File: src/hw/rtl/stt_pkg.sv
`timescale 1ns / 1ps

package stt_pkg;

  // Token kinds as they appear on the result channel
  typedef enum logic [4:0] {
    KIND_IDENT    = 5'd0,
    KIND_VAR      = 5'd1,
    KIND_IF       = 5'd2,
    KIND_WHILE    = 5'd3,
    KIND_PRINTENV = 5'd4,
    KIND_END      = 5'd5,
    KIND_NUMBER   = 5'd6,
    KIND_STRING   = 5'd7,
    KIND_ASSIGN   = 5'd8,
    KIND_EQEQ     = 5'd9,
    KIND_SEMI     = 5'd10,
    KIND_PLUS     = 5'd11,
    KIND_MINUS    = 5'd12,
    KIND_STAR     = 5'd13,
    KIND_SLASH    = 5'd14,
    KIND_LESS     = 5'd15,
    KIND_GREATER  = 5'd16,
    KIND_LBRACE   = 5'd17,
    KIND_RBRACE   = 5'd18,
    KIND_EOF      = 5'd19,
    KIND_ERROR    = 5'd20
  } tok_kind_e;

  // Cause code carried by error tokens
  typedef enum logic [1:0] {
    CAUSE_NONE         = 2'd0,
    CAUSE_UNEXPECTED   = 2'd1,
    CAUSE_UNTERMINATED = 2'd2
  } cause_e;

  // One finished token, minus the end-of-run flag
  typedef struct packed {
    tok_kind_e   kind;
    cause_e      cause;
    logic [31:0] start;
    logic [31:0] length;
    logic [31:0] line;
  } token_t;

endpackage

File: src/hw/rtl/stt_ifs.sv
`timescale 1ns / 1ps

// Source byte channel
interface stt_char_if;
  logic       valid;
  logic       ready;
  logic [7:0] char_code;
  logic       end_of_text;

  modport source (output valid, char_code, end_of_text, input ready);
  modport sink (input valid, char_code, end_of_text, output ready);
endinterface

// Token channel
interface stt_token_if;
  logic               valid;
  logic               ready;
  stt_pkg::tok_kind_e token_kind;
  stt_pkg::cause_e    error_cause;
  logic [31:0]        start_offset;
  logic [31:0]        token_length;
  logic [31:0]        line_number;
  logic               last_of_run;

  modport source (output valid, token_kind, error_cause, start_offset, token_length,
                  line_number, last_of_run, input ready);
  modport sink (input valid, token_kind, error_cause, start_offset, token_length,
                line_number, last_of_run, output ready);
endinterface

File: src/hw/rtl/source_text_tokenizer_top.sv
`timescale 1ns / 1ps

// Source text tokenizer.
// char_i takes one source byte per transaction, or an end-of-text mark
// (end_of_text high, char_code ignored). token_o delivers one token per
// transaction; last_of_run marks the final token caused by one input item.
// An item produces zero to three tokens; end of text always ends with EOF.
// A byte is held in the input register; its tokens go to the token buffer.
// Throughput: one item per cycle while token_o is ready and each item
// yields at most one token. The three-slot token buffer drains one token
// per cycle on token_o while it is ready; an item with several tokens
// holds the input off until its last token is being taken. A stalled
// token_o fills the byte register and then drops char_i.ready; nothing is
// lost. After EOF the scanner state returns to its reset values.
// Reset: mode idle, offset 0, line 1, buffers empty; ready rises at once.
// Offsets wrap at OFFSET_BITS; line counter saturates at LINE_BITS.
module source_text_tokenizer_top #(
  parameter int OFFSET_BITS = 32,
  parameter int LINE_BITS   = 32
) (
  input  logic        clk_i,
  input  logic        rst_ni,
  stt_char_if.sink    char_i,
  stt_token_if.source token_o
);

  typedef enum logic [3:0] {
    MODE_IDLE,
    MODE_SLASH,
    MODE_COMMENT,
    MODE_EQ,
    MODE_WORD,
    MODE_INT,
    MODE_DOT,
    MODE_FRAC,
    MODE_STRING
  } mode_e;

  // Keywords, first byte in the low bits, zero padded
  localparam logic [63:0] KW_VAR      = 64'h0000_0000_0072_6176;
  localparam logic [63:0] KW_IF       = 64'h0000_0000_0000_6669;
  localparam logic [63:0] KW_WHILE    = 64'h0000_0065_6C69_6877;
  localparam logic [63:0] KW_PRINTENV = 64'h766E_6574_6E69_7270;
  localparam logic [63:0] KW_END      = 64'h0000_0000_0064_6E65;

  localparam logic [7:0] CH_TAB   = 8'h09;
  localparam logic [7:0] CH_LF    = 8'h0A;
  localparam logic [7:0] CH_CR    = 8'h0D;
  localparam logic [7:0] CH_SPACE = 8'h20;
  localparam logic [7:0] CH_QUOTE = 8'h22;
  localparam logic [7:0] CH_DOT   = 8'h2E;
  localparam logic [7:0] CH_SLASH = 8'h2F;
  localparam logic [7:0] CH_EQUAL = 8'h3D;

  function automatic logic is_digit(logic [7:0] c);
    return (c >= 8'h30) && (c <= 8'h39);
  endfunction

  function automatic logic is_alpha(logic [7:0] c);
    return ((c >= 8'h61) && (c <= 8'h7A)) || ((c >= 8'h41) && (c <= 8'h5A)) ||
           (c == 8'h5F);
  endfunction

  function automatic stt_pkg::tok_kind_e word_kind(logic [63:0] prefix, logic [3:0] len);
    stt_pkg::tok_kind_e k;
    k = stt_pkg::KIND_IDENT;
    if (len == 4'd3 && prefix == KW_VAR) k = stt_pkg::KIND_VAR;
    else if (len == 4'd2 && prefix == KW_IF) k = stt_pkg::KIND_IF;
    else if (len == 4'd5 && prefix == KW_WHILE) k = stt_pkg::KIND_WHILE;
    else if (len == 4'd8 && prefix == KW_PRINTENV) k = stt_pkg::KIND_PRINTENV;
    else if (len == 4'd3 && prefix == KW_END) k = stt_pkg::KIND_END;
    return k;
  endfunction

  function automatic stt_pkg::token_t mk_tok(stt_pkg::tok_kind_e kind, stt_pkg::cause_e cause,
                                             logic [OFFSET_BITS-1:0] start,
                                             logic [OFFSET_BITS-1:0] len,
                                             logic [LINE_BITS-1:0] line);
    stt_pkg::token_t t;
    t.kind   = kind;
    t.cause  = cause;
    t.start  = 32'(start);
    t.length = 32'(len);
    t.line   = 32'(line);
    return t;
  endfunction

  // Input register
  logic       inq_valid_q;
  logic [7:0] inq_char_q;
  logic       inq_eot_q;

  // Scanner state
  mode_e                  mode_q, mode_d;
  logic [OFFSET_BITS-1:0] off_q, off_d;
  logic [OFFSET_BITS-1:0] origin_q, origin_d;
  logic [LINE_BITS-1:0]   line_q, line_d;
  logic [63:0]            prefix_q, prefix_d;
  logic [3:0]             wlen_q, wlen_d;

  // Token buffer
  stt_pkg::token_t bank_q [3];
  logic [1:0]      cnt_q, idx_q;

  logic                   proc_fire, bank_free, out_fire;
  logic [OFFSET_BITS-1:0] span, prev;
  logic [LINE_BITS-1:0]   line_inc;
  logic [7:0]             c;

  // Lookup from the idle mode
  mode_e           idle_mode;
  logic            idle_nl, idle_word, idle_emit;
  stt_pkg::token_t idle_tok;

  // Tokens of this item: up to two pending, then one from idle or EOF
  logic            emit_a, emit_b, emit_c;
  stt_pkg::token_t tok_a, tok_b, tok_c;
  stt_pkg::token_t res_d [3];
  logic [1:0]      res_n;
  logic            redo;

  assign c        = inq_char_q;
  assign span     = off_q - origin_q;
  assign prev     = off_q - OFFSET_BITS'(1);
  assign line_inc = (line_q == '1) ? line_q : line_q + LINE_BITS'(1);

  // Handshakes
  assign out_fire     = token_o.valid && token_o.ready;
  assign bank_free    = (idx_q == cnt_q) || ((idx_q + 2'd1 == cnt_q) && token_o.ready);
  assign proc_fire    = inq_valid_q && bank_free;
  assign char_i.ready = !inq_valid_q || proc_fire;

  // Scan of one byte from the idle mode
  always_comb begin
    idle_mode = MODE_IDLE;
    idle_nl   = 1'b0;
    idle_word = 1'b0;
    idle_emit = 1'b0;
    idle_tok  = mk_tok(stt_pkg::KIND_ERROR, stt_pkg::CAUSE_UNEXPECTED, off_q,
                       OFFSET_BITS'(1), '0);
    if (c == CH_SPACE || c == CH_TAB || c == CH_CR) begin
      idle_mode = MODE_IDLE;
    end else if (c == CH_LF) begin
      idle_nl = 1'b1;
    end else if (c == CH_SLASH) begin
      idle_mode = MODE_SLASH;
    end else if (c == CH_EQUAL) begin
      idle_mode = MODE_EQ;
    end else if (c == CH_QUOTE) begin
      idle_mode = MODE_STRING;
    end else if (is_alpha(c)) begin
      idle_mode = MODE_WORD;
      idle_word = 1'b1;
    end else if (is_digit(c)) begin
      idle_mode = MODE_INT;
    end else begin
      idle_emit = 1'b1;
      case (c)
        8'h3B: idle_tok.kind = stt_pkg::KIND_SEMI;
        8'h2B: idle_tok.kind = stt_pkg::KIND_PLUS;
        8'h2D: idle_tok.kind = stt_pkg::KIND_MINUS;
        8'h2A: idle_tok.kind = stt_pkg::KIND_STAR;
        8'h3C: idle_tok.kind = stt_pkg::KIND_LESS;
        8'h3E: idle_tok.kind = stt_pkg::KIND_GREATER;
        8'h7B: idle_tok.kind = stt_pkg::KIND_LBRACE;
        8'h7D: idle_tok.kind = stt_pkg::KIND_RBRACE;
        default: idle_tok.kind = stt_pkg::KIND_ERROR;
      endcase
      if (idle_tok.kind != stt_pkg::KIND_ERROR) begin
        idle_tok.cause = stt_pkg::CAUSE_NONE;
        idle_tok.line  = 32'(line_q);
      end
    end
  end

  // Mode transition and token generation
  always_comb begin
    mode_d   = mode_q;
    off_d    = off_q + OFFSET_BITS'(1);
    origin_d = origin_q;
    line_d   = line_q;
    prefix_d = prefix_q;
    wlen_d   = wlen_q;
    redo     = 1'b0;
    emit_a   = 1'b0;
    emit_b   = 1'b0;
    emit_c   = 1'b0;
    tok_a    = mk_tok(stt_pkg::KIND_NUMBER, stt_pkg::CAUSE_NONE, origin_q, span, line_q);
    tok_b    = mk_tok(stt_pkg::KIND_ERROR, stt_pkg::CAUSE_UNEXPECTED, prev,
                      OFFSET_BITS'(1), '0);
    tok_c    = idle_tok;

    if (inq_eot_q) begin
      // Flush the pending token, then EOF and back to reset values
      unique case (mode_q)
        MODE_WORD: begin
          emit_a     = 1'b1;
          tok_a.kind = word_kind(prefix_q, wlen_q);
        end
        MODE_INT, MODE_FRAC: emit_a = 1'b1;
        MODE_DOT: begin
          emit_a       = 1'b1;
          emit_b       = 1'b1;
          tok_a.length = 32'(span - OFFSET_BITS'(1));
        end
        MODE_SLASH: begin
          emit_a = 1'b1;
          tok_a  = mk_tok(stt_pkg::KIND_SLASH, stt_pkg::CAUSE_NONE, origin_q,
                          OFFSET_BITS'(1), line_q);
        end
        MODE_EQ: begin
          emit_a = 1'b1;
          tok_a  = mk_tok(stt_pkg::KIND_ASSIGN, stt_pkg::CAUSE_NONE, origin_q,
                          OFFSET_BITS'(1), line_q);
        end
        MODE_STRING: begin
          emit_a = 1'b1;
          tok_a  = mk_tok(stt_pkg::KIND_ERROR, stt_pkg::CAUSE_UNTERMINATED, origin_q,
                          span, '0);
        end
        default: ;
      endcase
      emit_c   = 1'b1;
      tok_c    = mk_tok(stt_pkg::KIND_EOF, stt_pkg::CAUSE_NONE, off_q, '0, line_q);
      mode_d   = MODE_IDLE;
      off_d    = '0;
      origin_d = '0;
      line_d   = LINE_BITS'(1);
      prefix_d = '0;
      wlen_d   = '0;
    end else begin
      unique case (mode_q)
        MODE_COMMENT: begin
          if (c == CH_LF) begin
            mode_d = MODE_IDLE;
            line_d = line_inc;
          end
        end
        MODE_SLASH: begin
          if (c == CH_SLASH) begin
            mode_d = MODE_COMMENT;
          end else begin
            emit_a = 1'b1;
            tok_a  = mk_tok(stt_pkg::KIND_SLASH, stt_pkg::CAUSE_NONE, origin_q,
                            OFFSET_BITS'(1), line_q);
            redo   = 1'b1;
          end
        end
        MODE_EQ: begin
          emit_a = 1'b1;
          if (c == CH_EQUAL) begin
            tok_a  = mk_tok(stt_pkg::KIND_EQEQ, stt_pkg::CAUSE_NONE, origin_q,
                            OFFSET_BITS'(2), line_q);
            mode_d = MODE_IDLE;
          end else begin
            tok_a = mk_tok(stt_pkg::KIND_ASSIGN, stt_pkg::CAUSE_NONE, origin_q,
                           OFFSET_BITS'(1), line_q);
            redo  = 1'b1;
          end
        end
        MODE_WORD: begin
          if (is_alpha(c) || is_digit(c)) begin
            // Keep the first eight bytes, count up to nine
            for (int i = 0; i < 8; i++) begin
              if (wlen_q == 4'(i)) prefix_d[8*i +: 8] = c;
            end
            if (wlen_q < 4'd9) wlen_d = wlen_q + 4'd1;
          end else begin
            emit_a     = 1'b1;
            tok_a.kind = word_kind(prefix_q, wlen_q);
            redo       = 1'b1;
          end
        end
        MODE_INT: begin
          if (c == CH_DOT) begin
            mode_d = MODE_DOT;
          end else if (!is_digit(c)) begin
            emit_a = 1'b1;
            redo   = 1'b1;
          end
        end
        MODE_DOT: begin
          if (is_digit(c)) begin
            mode_d = MODE_FRAC;
          end else begin
            // Number without the dot, then an error for the dot
            emit_a       = 1'b1;
            emit_b       = 1'b1;
            tok_a.length = 32'(span - OFFSET_BITS'(1));
            redo         = 1'b1;
          end
        end
        MODE_FRAC: begin
          if (!is_digit(c)) begin
            emit_a = 1'b1;
            redo   = 1'b1;
          end
        end
        MODE_STRING: begin
          if (c == CH_QUOTE) begin
            emit_a = 1'b1;
            tok_a  = mk_tok(stt_pkg::KIND_STRING, stt_pkg::CAUSE_NONE, origin_q,
                            span + OFFSET_BITS'(1), line_q);
            mode_d = MODE_IDLE;
          end else if (c == CH_LF) begin
            line_d = line_inc;
          end
        end
        default: redo = 1'b1;
      endcase

      // Rescan the current byte from idle
      if (redo) begin
        mode_d   = idle_mode;
        origin_d = off_q;
        emit_c   = idle_emit;
        if (idle_nl) line_d = line_inc;
        if (idle_word) begin
          prefix_d = 64'(c);
          wlen_d   = 4'd1;
        end
      end
    end
  end

  // Pack the tokens of this item into consecutive slots
  always_comb begin
    res_d[0] = tok_a;
    res_d[1] = tok_b;
    res_d[2] = tok_c;
    if (!emit_a) res_d[0] = tok_c;
    else if (!emit_b) res_d[1] = tok_c;
    res_n = 2'(emit_a) + 2'(emit_b) + 2'(emit_c);
  end

  // Control registers
  always_ff @(posedge clk_i or negedge rst_ni) begin
    if (!rst_ni) begin
      inq_valid_q <= 1'b0;
      mode_q      <= MODE_IDLE;
      off_q       <= '0;
      origin_q    <= '0;
      line_q      <= LINE_BITS'(1);
      prefix_q    <= '0;
      wlen_q      <= '0;
      cnt_q       <= '0;
      idx_q       <= '0;
    end else begin
      if (char_i.ready) inq_valid_q <= char_i.valid;
      if (proc_fire) begin
        mode_q   <= mode_d;
        off_q    <= off_d;
        origin_q <= origin_d;
        line_q   <= line_d;
        prefix_q <= prefix_d;
        wlen_q   <= wlen_d;
        cnt_q    <= res_n;
        idx_q    <= '0;
      end else if (out_fire) begin
        idx_q <= idx_q + 2'd1;
      end
    end
  end

  // Payload registers
  always_ff @(posedge clk_i) begin
    if (char_i.valid && char_i.ready) begin
      inq_char_q <= char_i.char_code;
      inq_eot_q  <= char_i.end_of_text;
    end
    if (proc_fire) begin
      bank_q[0] <= res_d[0];
      bank_q[1] <= res_d[1];
      bank_q[2] <= res_d[2];
    end
  end

  // Token output
  stt_pkg::token_t out_tok;

  always_comb begin
    case (idx_q)
      2'd1:    out_tok = bank_q[1];
      2'd2:    out_tok = bank_q[2];
      default: out_tok = bank_q[0];
    endcase
  end

  assign token_o.valid        = (idx_q != cnt_q);
  assign token_o.token_kind   = out_tok.kind;
  assign token_o.error_cause  = out_tok.cause;
  assign token_o.start_offset = out_tok.start;
  assign token_o.token_length = out_tok.length;
  assign token_o.line_number  = out_tok.line;
  assign token_o.last_of_run  = (idx_q + 2'd1 == cnt_q);

endmodule

File: src/flat_wrapper.sv
// flat-port wrapper written by rule: the top's interface ports become plain ports
module source_text_tokenizer_top_flat 
#(
  parameter int OFFSET_BITS = 32,
  parameter int LINE_BITS   = 32
)
  (clk_i, rst_ni, char_i_valid, char_i_char_code, char_i_end_of_text, char_i_ready, token_o_valid, token_o_token_kind, token_o_error_cause, token_o_start_offset, token_o_token_length, token_o_line_number, token_o_last_of_run, token_o_ready);
  stt_char_if char_i_i ();
  stt_token_if token_o_i ();
  input  logic clk_i;
  input  logic rst_ni;
  input wire logic [$bits(char_i_i.valid)-1:0] char_i_valid;
  input wire logic [$bits(char_i_i.char_code)-1:0] char_i_char_code;
  input wire logic [$bits(char_i_i.end_of_text)-1:0] char_i_end_of_text;
  output wire logic [$bits(char_i_i.ready)-1:0] char_i_ready;
  output wire logic [$bits(token_o_i.valid)-1:0] token_o_valid;
  output wire logic [$bits(token_o_i.token_kind)-1:0] token_o_token_kind;
  output wire logic [$bits(token_o_i.error_cause)-1:0] token_o_error_cause;
  output wire logic [$bits(token_o_i.start_offset)-1:0] token_o_start_offset;
  output wire logic [$bits(token_o_i.token_length)-1:0] token_o_token_length;
  output wire logic [$bits(token_o_i.line_number)-1:0] token_o_line_number;
  output wire logic [$bits(token_o_i.last_of_run)-1:0] token_o_last_of_run;
  input wire logic [$bits(token_o_i.ready)-1:0] token_o_ready;
  assign char_i_i.valid = char_i_valid;
  assign char_i_i.char_code = char_i_char_code;
  assign char_i_i.end_of_text = char_i_end_of_text;
  assign char_i_ready = char_i_i.ready;
  assign token_o_valid = token_o_i.valid;
  assign token_o_token_kind = token_o_i.token_kind;
  assign token_o_error_cause = token_o_i.error_cause;
  assign token_o_start_offset = token_o_i.start_offset;
  assign token_o_token_length = token_o_i.token_length;
  assign token_o_line_number = token_o_i.line_number;
  assign token_o_last_of_run = token_o_i.last_of_run;
  assign token_o_i.ready = token_o_ready;
  source_text_tokenizer_top #(.OFFSET_BITS(OFFSET_BITS), .LINE_BITS(LINE_BITS)) u_core (.clk_i(clk_i), .rst_ni(rst_ni), .char_i(char_i_i), .token_o(token_o_i));
endmodule
File: config.mk
export PLATFORM = sky130hd
export DESIGN_NAME = source_text_tokenizer_top_flat
export DESIGN_NICKNAME = d
export VERILOG_FILES = /design/src/hw/rtl/stt_pkg.sv /design/src/hw/rtl/stt_ifs.sv /design/src/hw/rtl/source_text_tokenizer_top.sv /design/src/flat_wrapper.sv
export SDC_FILE = /design/constraint.sdc
export NUM_CORES = 1
export LEC_CHECK = 0
export BUFFER_PORTS_ARGS = -buffer_cell sky130_fd_sc_hd__buf_2
export CORE_ASPECT_RATIO = 1.1
export CORE_UTILIZATION = 35
export CTS_BUF_LIST = sky130_fd_sc_hd__clkbuf_8
export DETAILED_ROUTE_END_ITERATION = 10
export PLACE_DENSITY = 0.49
export SYNTH_ARGS = -nofsm -noshare
export SYNTH_HDL_FRONTEND = slang
export SYNTH_SLANG_ARGS = --single-unit
File: constraint.sdc
create_clock -name clk_i -period 9.4 [get_ports clk_i]
set_clock_uncertainty 0.2 [all_clocks]
set_input_delay 1.88 -clock clk_i [delete_from_list [all_inputs] [get_ports clk_i]]
set_output_delay 1.88 -clock clk_i [all_outputs]
set_load 0.005 [all_outputs]
### After elaboration in Yosys (flattened, before gate mapping)

Memories as Yosys holds them, arrays and structs flattened.
Cells that the tools add are included.

| cells by class | value |
|---|---|
| order comparisons | 7 |
| $add $sub $neg | 10 |
| equal/unequal tests | 51 |
| muxes and demuxes | 127 |
| reductions and logical operators | 30 |

Operators with widths:

| kind | count |
|---|---|
| $mux W32 | 19 |
| $mux W103 | 5 |
| $mux W64 | 5 |
| $pmux W103 S2 | 1 |
| $mux W99 | 2 |
| $eq A64 B23 Y1 const B | 2 |
| $pmux W32 S2 | 2 |
| $pmux W32 S4 | 1 |
| $mux W102 | 1 |
| $pmux W34 S3 | 1 |
| $add A32 B1 Y32 const B | 3 |
| $pmux W32 S3 | 1 |
| $eq A8 B6 Y1 const B | 11 |
| $mux W4 | 20 |
| $eq A64 B15 Y1 const B | 1 |
| $eq A64 B39 Y1 const B | 1 |
| $eq A64 B63 Y1 const B | 1 |
| $mux W8 | 8 |
| $sub A32 B1 Y32 const B | 2 |
| $mux W5 | 11 |
| $mux W7 | 7 |
| $pmux W5 S4 | 2 |
| $pmux W5 S8 | 1 |
| $mux W34 | 1 |
| 38 further kinds | 116 |

| storage, ports and cells | value |
|---|---|
| bits in registers | 182 |
| input bits | 13 |
| memory bits (writable) | 309 |
| logic and storage cells | 237 |
| memories kept | 1 |
| output and inout port bits | 106 |

Memories:

| memory | depth | width | rd ports | clocked after memory_dff | wr ports | line | text |
|---|---|---|---|---|---|---|---|
| u_core.bank_q | 3 | 103 | 3 | 0 | 3 | source_text_tokenizer_top.sv:102 | `stt_pkg::token_t bank_q [3];` |

### Logic depth before layout (Yosys ltp)

| depth | value |
|---|---|
| word-level depth | 22 |
| mapped depth | 16 |
| gate-level depth less buffers | 15 |

### Worst setup path before layout

No wires, ideal clock.

| timing path | value |
|---|---|
| path kind | input port to flip-flop |
| start | input token_o_ready |
| end | register u_core.off_q[1] |
| stages | 6 |
| slack | -0.850 ns |
| data arrival time | 9.586 ns |
| path buffers | 2 |
| required time | 8.736 ns |
| library setup time | 0.464 ns |
| cell sequence | a21o_1 nand2_1 clkinv_1 clkbuf_1 buf_1 o21ai_0 |

| between the ends | value |
|---|---|
| cells in the longest elaborated chain, start to end | 3 |

RTL lines:

| item | line | text |
|---|---|---|
| from (decl) | flat_wrapper.sv:23 | `input wire logic [$bits(token_o_i.ready)-1:0] token_o_ready;` |
| $logic_and A1 B1 Y1 | source_text_tokenizer_top.sv:129 | `assign bank_free = (idx_q == cnt_q) \|\| ((idx_q + 2'd1 == cnt_q) && token_o.ready);` |
| $logic_or A1 B1 Y1 | source_text_tokenizer_top.sv:129 |  |
| $logic_and A1 B1 Y1 | source_text_tokenizer_top.sv:130 | `assign proc_fire = inq_valid_q && bank_free;` |
| via u_core.proc_fire | source_text_tokenizer_top.sv:105 | `logic proc_fire, bank_free, out_fire;` |
| to (signal assigned) | source_text_tokenizer_top.sv:341 | `off_q <= '0;` |
| to (signal assigned) | source_text_tokenizer_top.sv:352 | `off_q <= off_d;` |
| to (decl) | source_text_tokenizer_top.sv:95 | `logic [OFFSET_BITS-1:0] off_q, off_d;` |

The timed path passes the listed nets, and every way through them passes these cells.
A chain may end at the register's enable or synchronous reset.

==> impl_metrics.env <==
export IMPL_outcome="finished clean"
export IMPL_tns_ns=0
export IMPL_period_minus_slack_ns=5.83
export IMPL_cts_setup_buffers=0
export IMPL_syn_inst=2478
export IMPL_io_buffers=118
export IMPL_yosysUniqueCellTypes=87
export IMPL_ys_flop_type="edfxtp_1"
export IMPL_power_leakage_nw=10.9
export IMPL_ir_worst_vdd_v=0.000193
export IMPL_track_usage=0.202
export IMPL_core_area_mm2=0.0677
export IMPL_syn_area_mm2=0.0239
export IMPL_path_class="flip-flop to flip-flop"
export IMPL_synth_yosys_seq_area_share=0.500
export IMPL_cts_root_buf="clkbuf_8"
export IMPL_synth_edf_count=254
export IMPL_hold_path_class="flip-flop to flip-flop"
export IMPL_hpwl_um=46900
export IMPL_cts_resized=0
export IMPL_cts_tree="built"
export IMPL_post_route_util=0.395
export IMPL_die_w_um=251
export IMPL_cp_num_buf_inv=2
export IMPL_vias=19400
export IMPL_crit_family="compound AO/OA/AOI/OAI gates"
export IMPL_critPathSlowestCell="nor4_1"
export IMPL_grt_pass1_vias=18700
export IMPL_period_share=0.621
export IMPL_die_y_um=276
export IMPL_wl_per_cell_um=20.2
export IMPL_drc=0
export IMPL_grt_overflow=0
export IMPL_final_hold_viol_count=0
export IMPL_grt_max_degree=93
export IMPL_critical_path_startpoint_type="flip-flop"
export IMPL_place_gp_congestion=0.865
export IMPL_initial_core_util=0.353
export IMPL_wl_um=70800
export IMPL_synth_fp_nets=2535
export IMPL_areaGrowthSynthToFinish_pct=11.8
export IMPL_synth_most_common_cell="nand2_1"
export IMPL_yosys_warnings=0
export IMPL_total_power_w=0.00969
export IMPL_drt_iter0_drc=1691
export IMPL_required_ns=9.61
export IMPL_synth_area_top_cells="edfxtp_1 (32%), dfrtp_1 (18%), o21ai_0 (4.4%)"
export IMPL_crit_chain="inv_1 -> ha_1 -> inv_1 -> fa_1 -> a21o_1 -> a221oi_1 -> o21ai_1 -> xnor2_1 -> o2111ai_1 -> nor4_1 -> and3b_1 -> nand3_1 -> xor2_1 -> a21oi_1 -> a2111oi_0"
export IMPL_worst_slew_pin_slew_ns=1.16
export IMPL_synth_common_cells="nand2_1 (270), edfxtp_1 (254), o21ai_0 (209), dfrtp_1 (172), nor2_1 (172)"
export IMPL_drt_pass1_iter_count=5
export IMPL_syn_avg_cell_area_um2=9.65
export IMPL_cts_sinks=427
export IMPL_fp_row_count=100
export IMPL_whs_ns=0.283
export IMPL_crit_fanout=9
export IMPL_synthArstFlopShare=0.405
export IMPL_clock_latency_ns=0.68
export IMPL_path_common_cell="inv_1"
export IMPL_slew_violations=0
export IMPL_grt_pass1_wl_um=111000
export IMPL_slew_headroom=0.224
export IMPL_grt_antenna_before_repair=2
export IMPL_drtAntennaViolNets=0
export IMPL_fmaxAchievable_mhz=171
export IMPL_cts_buffers=76
export IMPL_synth_area_leader_cell="edfxtp_1"
export IMPL_cp_end_kind="flip-flop"
export IMPL_finalSetupViolCount=0
export IMPL_rsz0062_at_grt="no"
export IMPL_vias_per_cell=5.52
export IMPL_drv_cap=0
export IMPL_drive_gt1_frac=0.109
export IMPL_die_area_mm2=0.0694
export IMPL_ioPinCount=119
export IMPL_max_stage_delay_ns=0.87
export IMPL_clk_pin_slew_ns=0.06
export IMPL_clock_path_buffers=3
export IMPL_fin_nets=2576
export IMPL_cts_hold_buf=0
export IMPL_htreeDepth=3
export IMPL_synth_seq_cells=427
export IMPL_powerDensity_mw_per_mm2=362
export IMPL_cp_arrival_ns=6.04
export IMPL_synth_top_area_share=0.319
==> worst register-to-register path, stage by stage (launching register included) <==
cell	delay, ns
dfrtp_1	0.47
inv_1	0.27
ha_1	0.21
inv_1	0.06
fa_1	0.48
a21o_1	0.21
a221oi_1	0.55
o21ai_1	0.22
xnor2_1	0.49
o2111ai_1	0.23
nor4_1	0.87
and3b_1	0.45
nand3_1	0.13
xor2_1	0.23
a21oi_1	0.09
a2111oi_0	0.42
==> stage by stage <==
stage	setup slack, ns	instances	instance area, um2
global placement	3.76	3359	25200
finish	3.57	3504	26700
detailed placement	3.62	3359	25200
global route	2.96	3503	26700
CTS	3.55	3501	26700
floorplan	0.188	2478	23900
==> cell usage in the layout (no fill, tap or decap), drive strengths merged, types with 89 or more instances in the layout <==
master    n
a21oi   114
clkbuf   89
edfxtp  254
and2    119
o21ai   221
buf     146
nand2   270
a22o     94
inv     103
nor2    172
dfrtp   172
==> final timing paths <==
check	start	endpoint	slack (ns)	depth (start not counted)
max	u_core.off_q[0]$_DFFE_PN0P_	u_core.bank_q[0][59]$_SDFFCE_PP0P_	3.57	15
min	u_core.prefix_q[15]$_DFFE_PN0P_	u_core.prefix_q[15]$_DFFE_PN0P_	0.28	1
max reg2reg	u_core.off_q[0]$_DFFE_PN0P_	u_core.bank_q[0][59]$_SDFFCE_PP0P_	3.57	15
min reg2reg	u_core.prefix_q[15]$_DFFE_PN0P_	u_core.prefix_q[15]$_DFFE_PN0P_	0.28	1
max in group asynchronous	rst_ni	u_core.off_q[27]$_DFFE_PN0P_	6.69	2
min in group asynchronous	rst_ni	u_core.prefix_q[24]$_DFFE_PN0P_	0.95	1
==> area by class of cell <==
class	instances	area, um2
tap	918	1150
fill	6762	41000
multi-input combinational	1795	11000
timing repair buffer	146	807
sequential	427	12000
inverter	73	282
antenna	3	7.51
clock buffer	89	1220
clock inverter	53	269
==> registers in the layout, indices dropped and copies added (netlist names) <==
name / count
u_core.wlen_q: 4
u_core.prefix_q: 64
u_core.line_q: 32
u_core.inq_eot_q: 1
u_core.mode_q: 4
u_core.bank_q: 245
u_core.idx_q: 2
u_core.inq_valid_q: 1
u_core.origin_q: 32
u_core.c: 8
u_core.off_q: 32
u_core.cnt_q: 2
==> power by group <==
group	internal (W)	total (W)	switching, W	leakage [nW]
registers	0.00296	0.00328	0.000318	4.90
logic	0.00142	0.00471	0.00330	5.08
clock network	0.000874	0.00170	0.000824	0.869
total	0.00525	0.00969	0.00444	10.9
==> logic make-up after synthesis <==
kind of cell | Yosys count | synth area share
adder cells (fa/ha/maj) | 44 | 0.0236
XOR/XNOR | 122 | 0.0450
buffers and inverters | 256 | 0.0406
AND/OR/NAND/NOR | 933 | 0.196
flip-flops | 427 | 0.500
multiplexers | 17 | 0.00722
AO/OA/AOI/OAI | 679 | 0.187
==> layer usage <==
| layer | GRT usage | wire (um) | up-vias |
|---|---|---|---|
| met5 | 0 | 0 | - |
| met4 | 0.0564 | 1190 | 0 |
| met3 | 0.0338 | 4060 | 89 |
| met2 | 0.308 | 31600 | 549 |
| met1 | 0.295 | 34000 | 9492 |
| li1 | - | - | 9222 |
No activity file was read; power rests on OpenSTA's default activity.
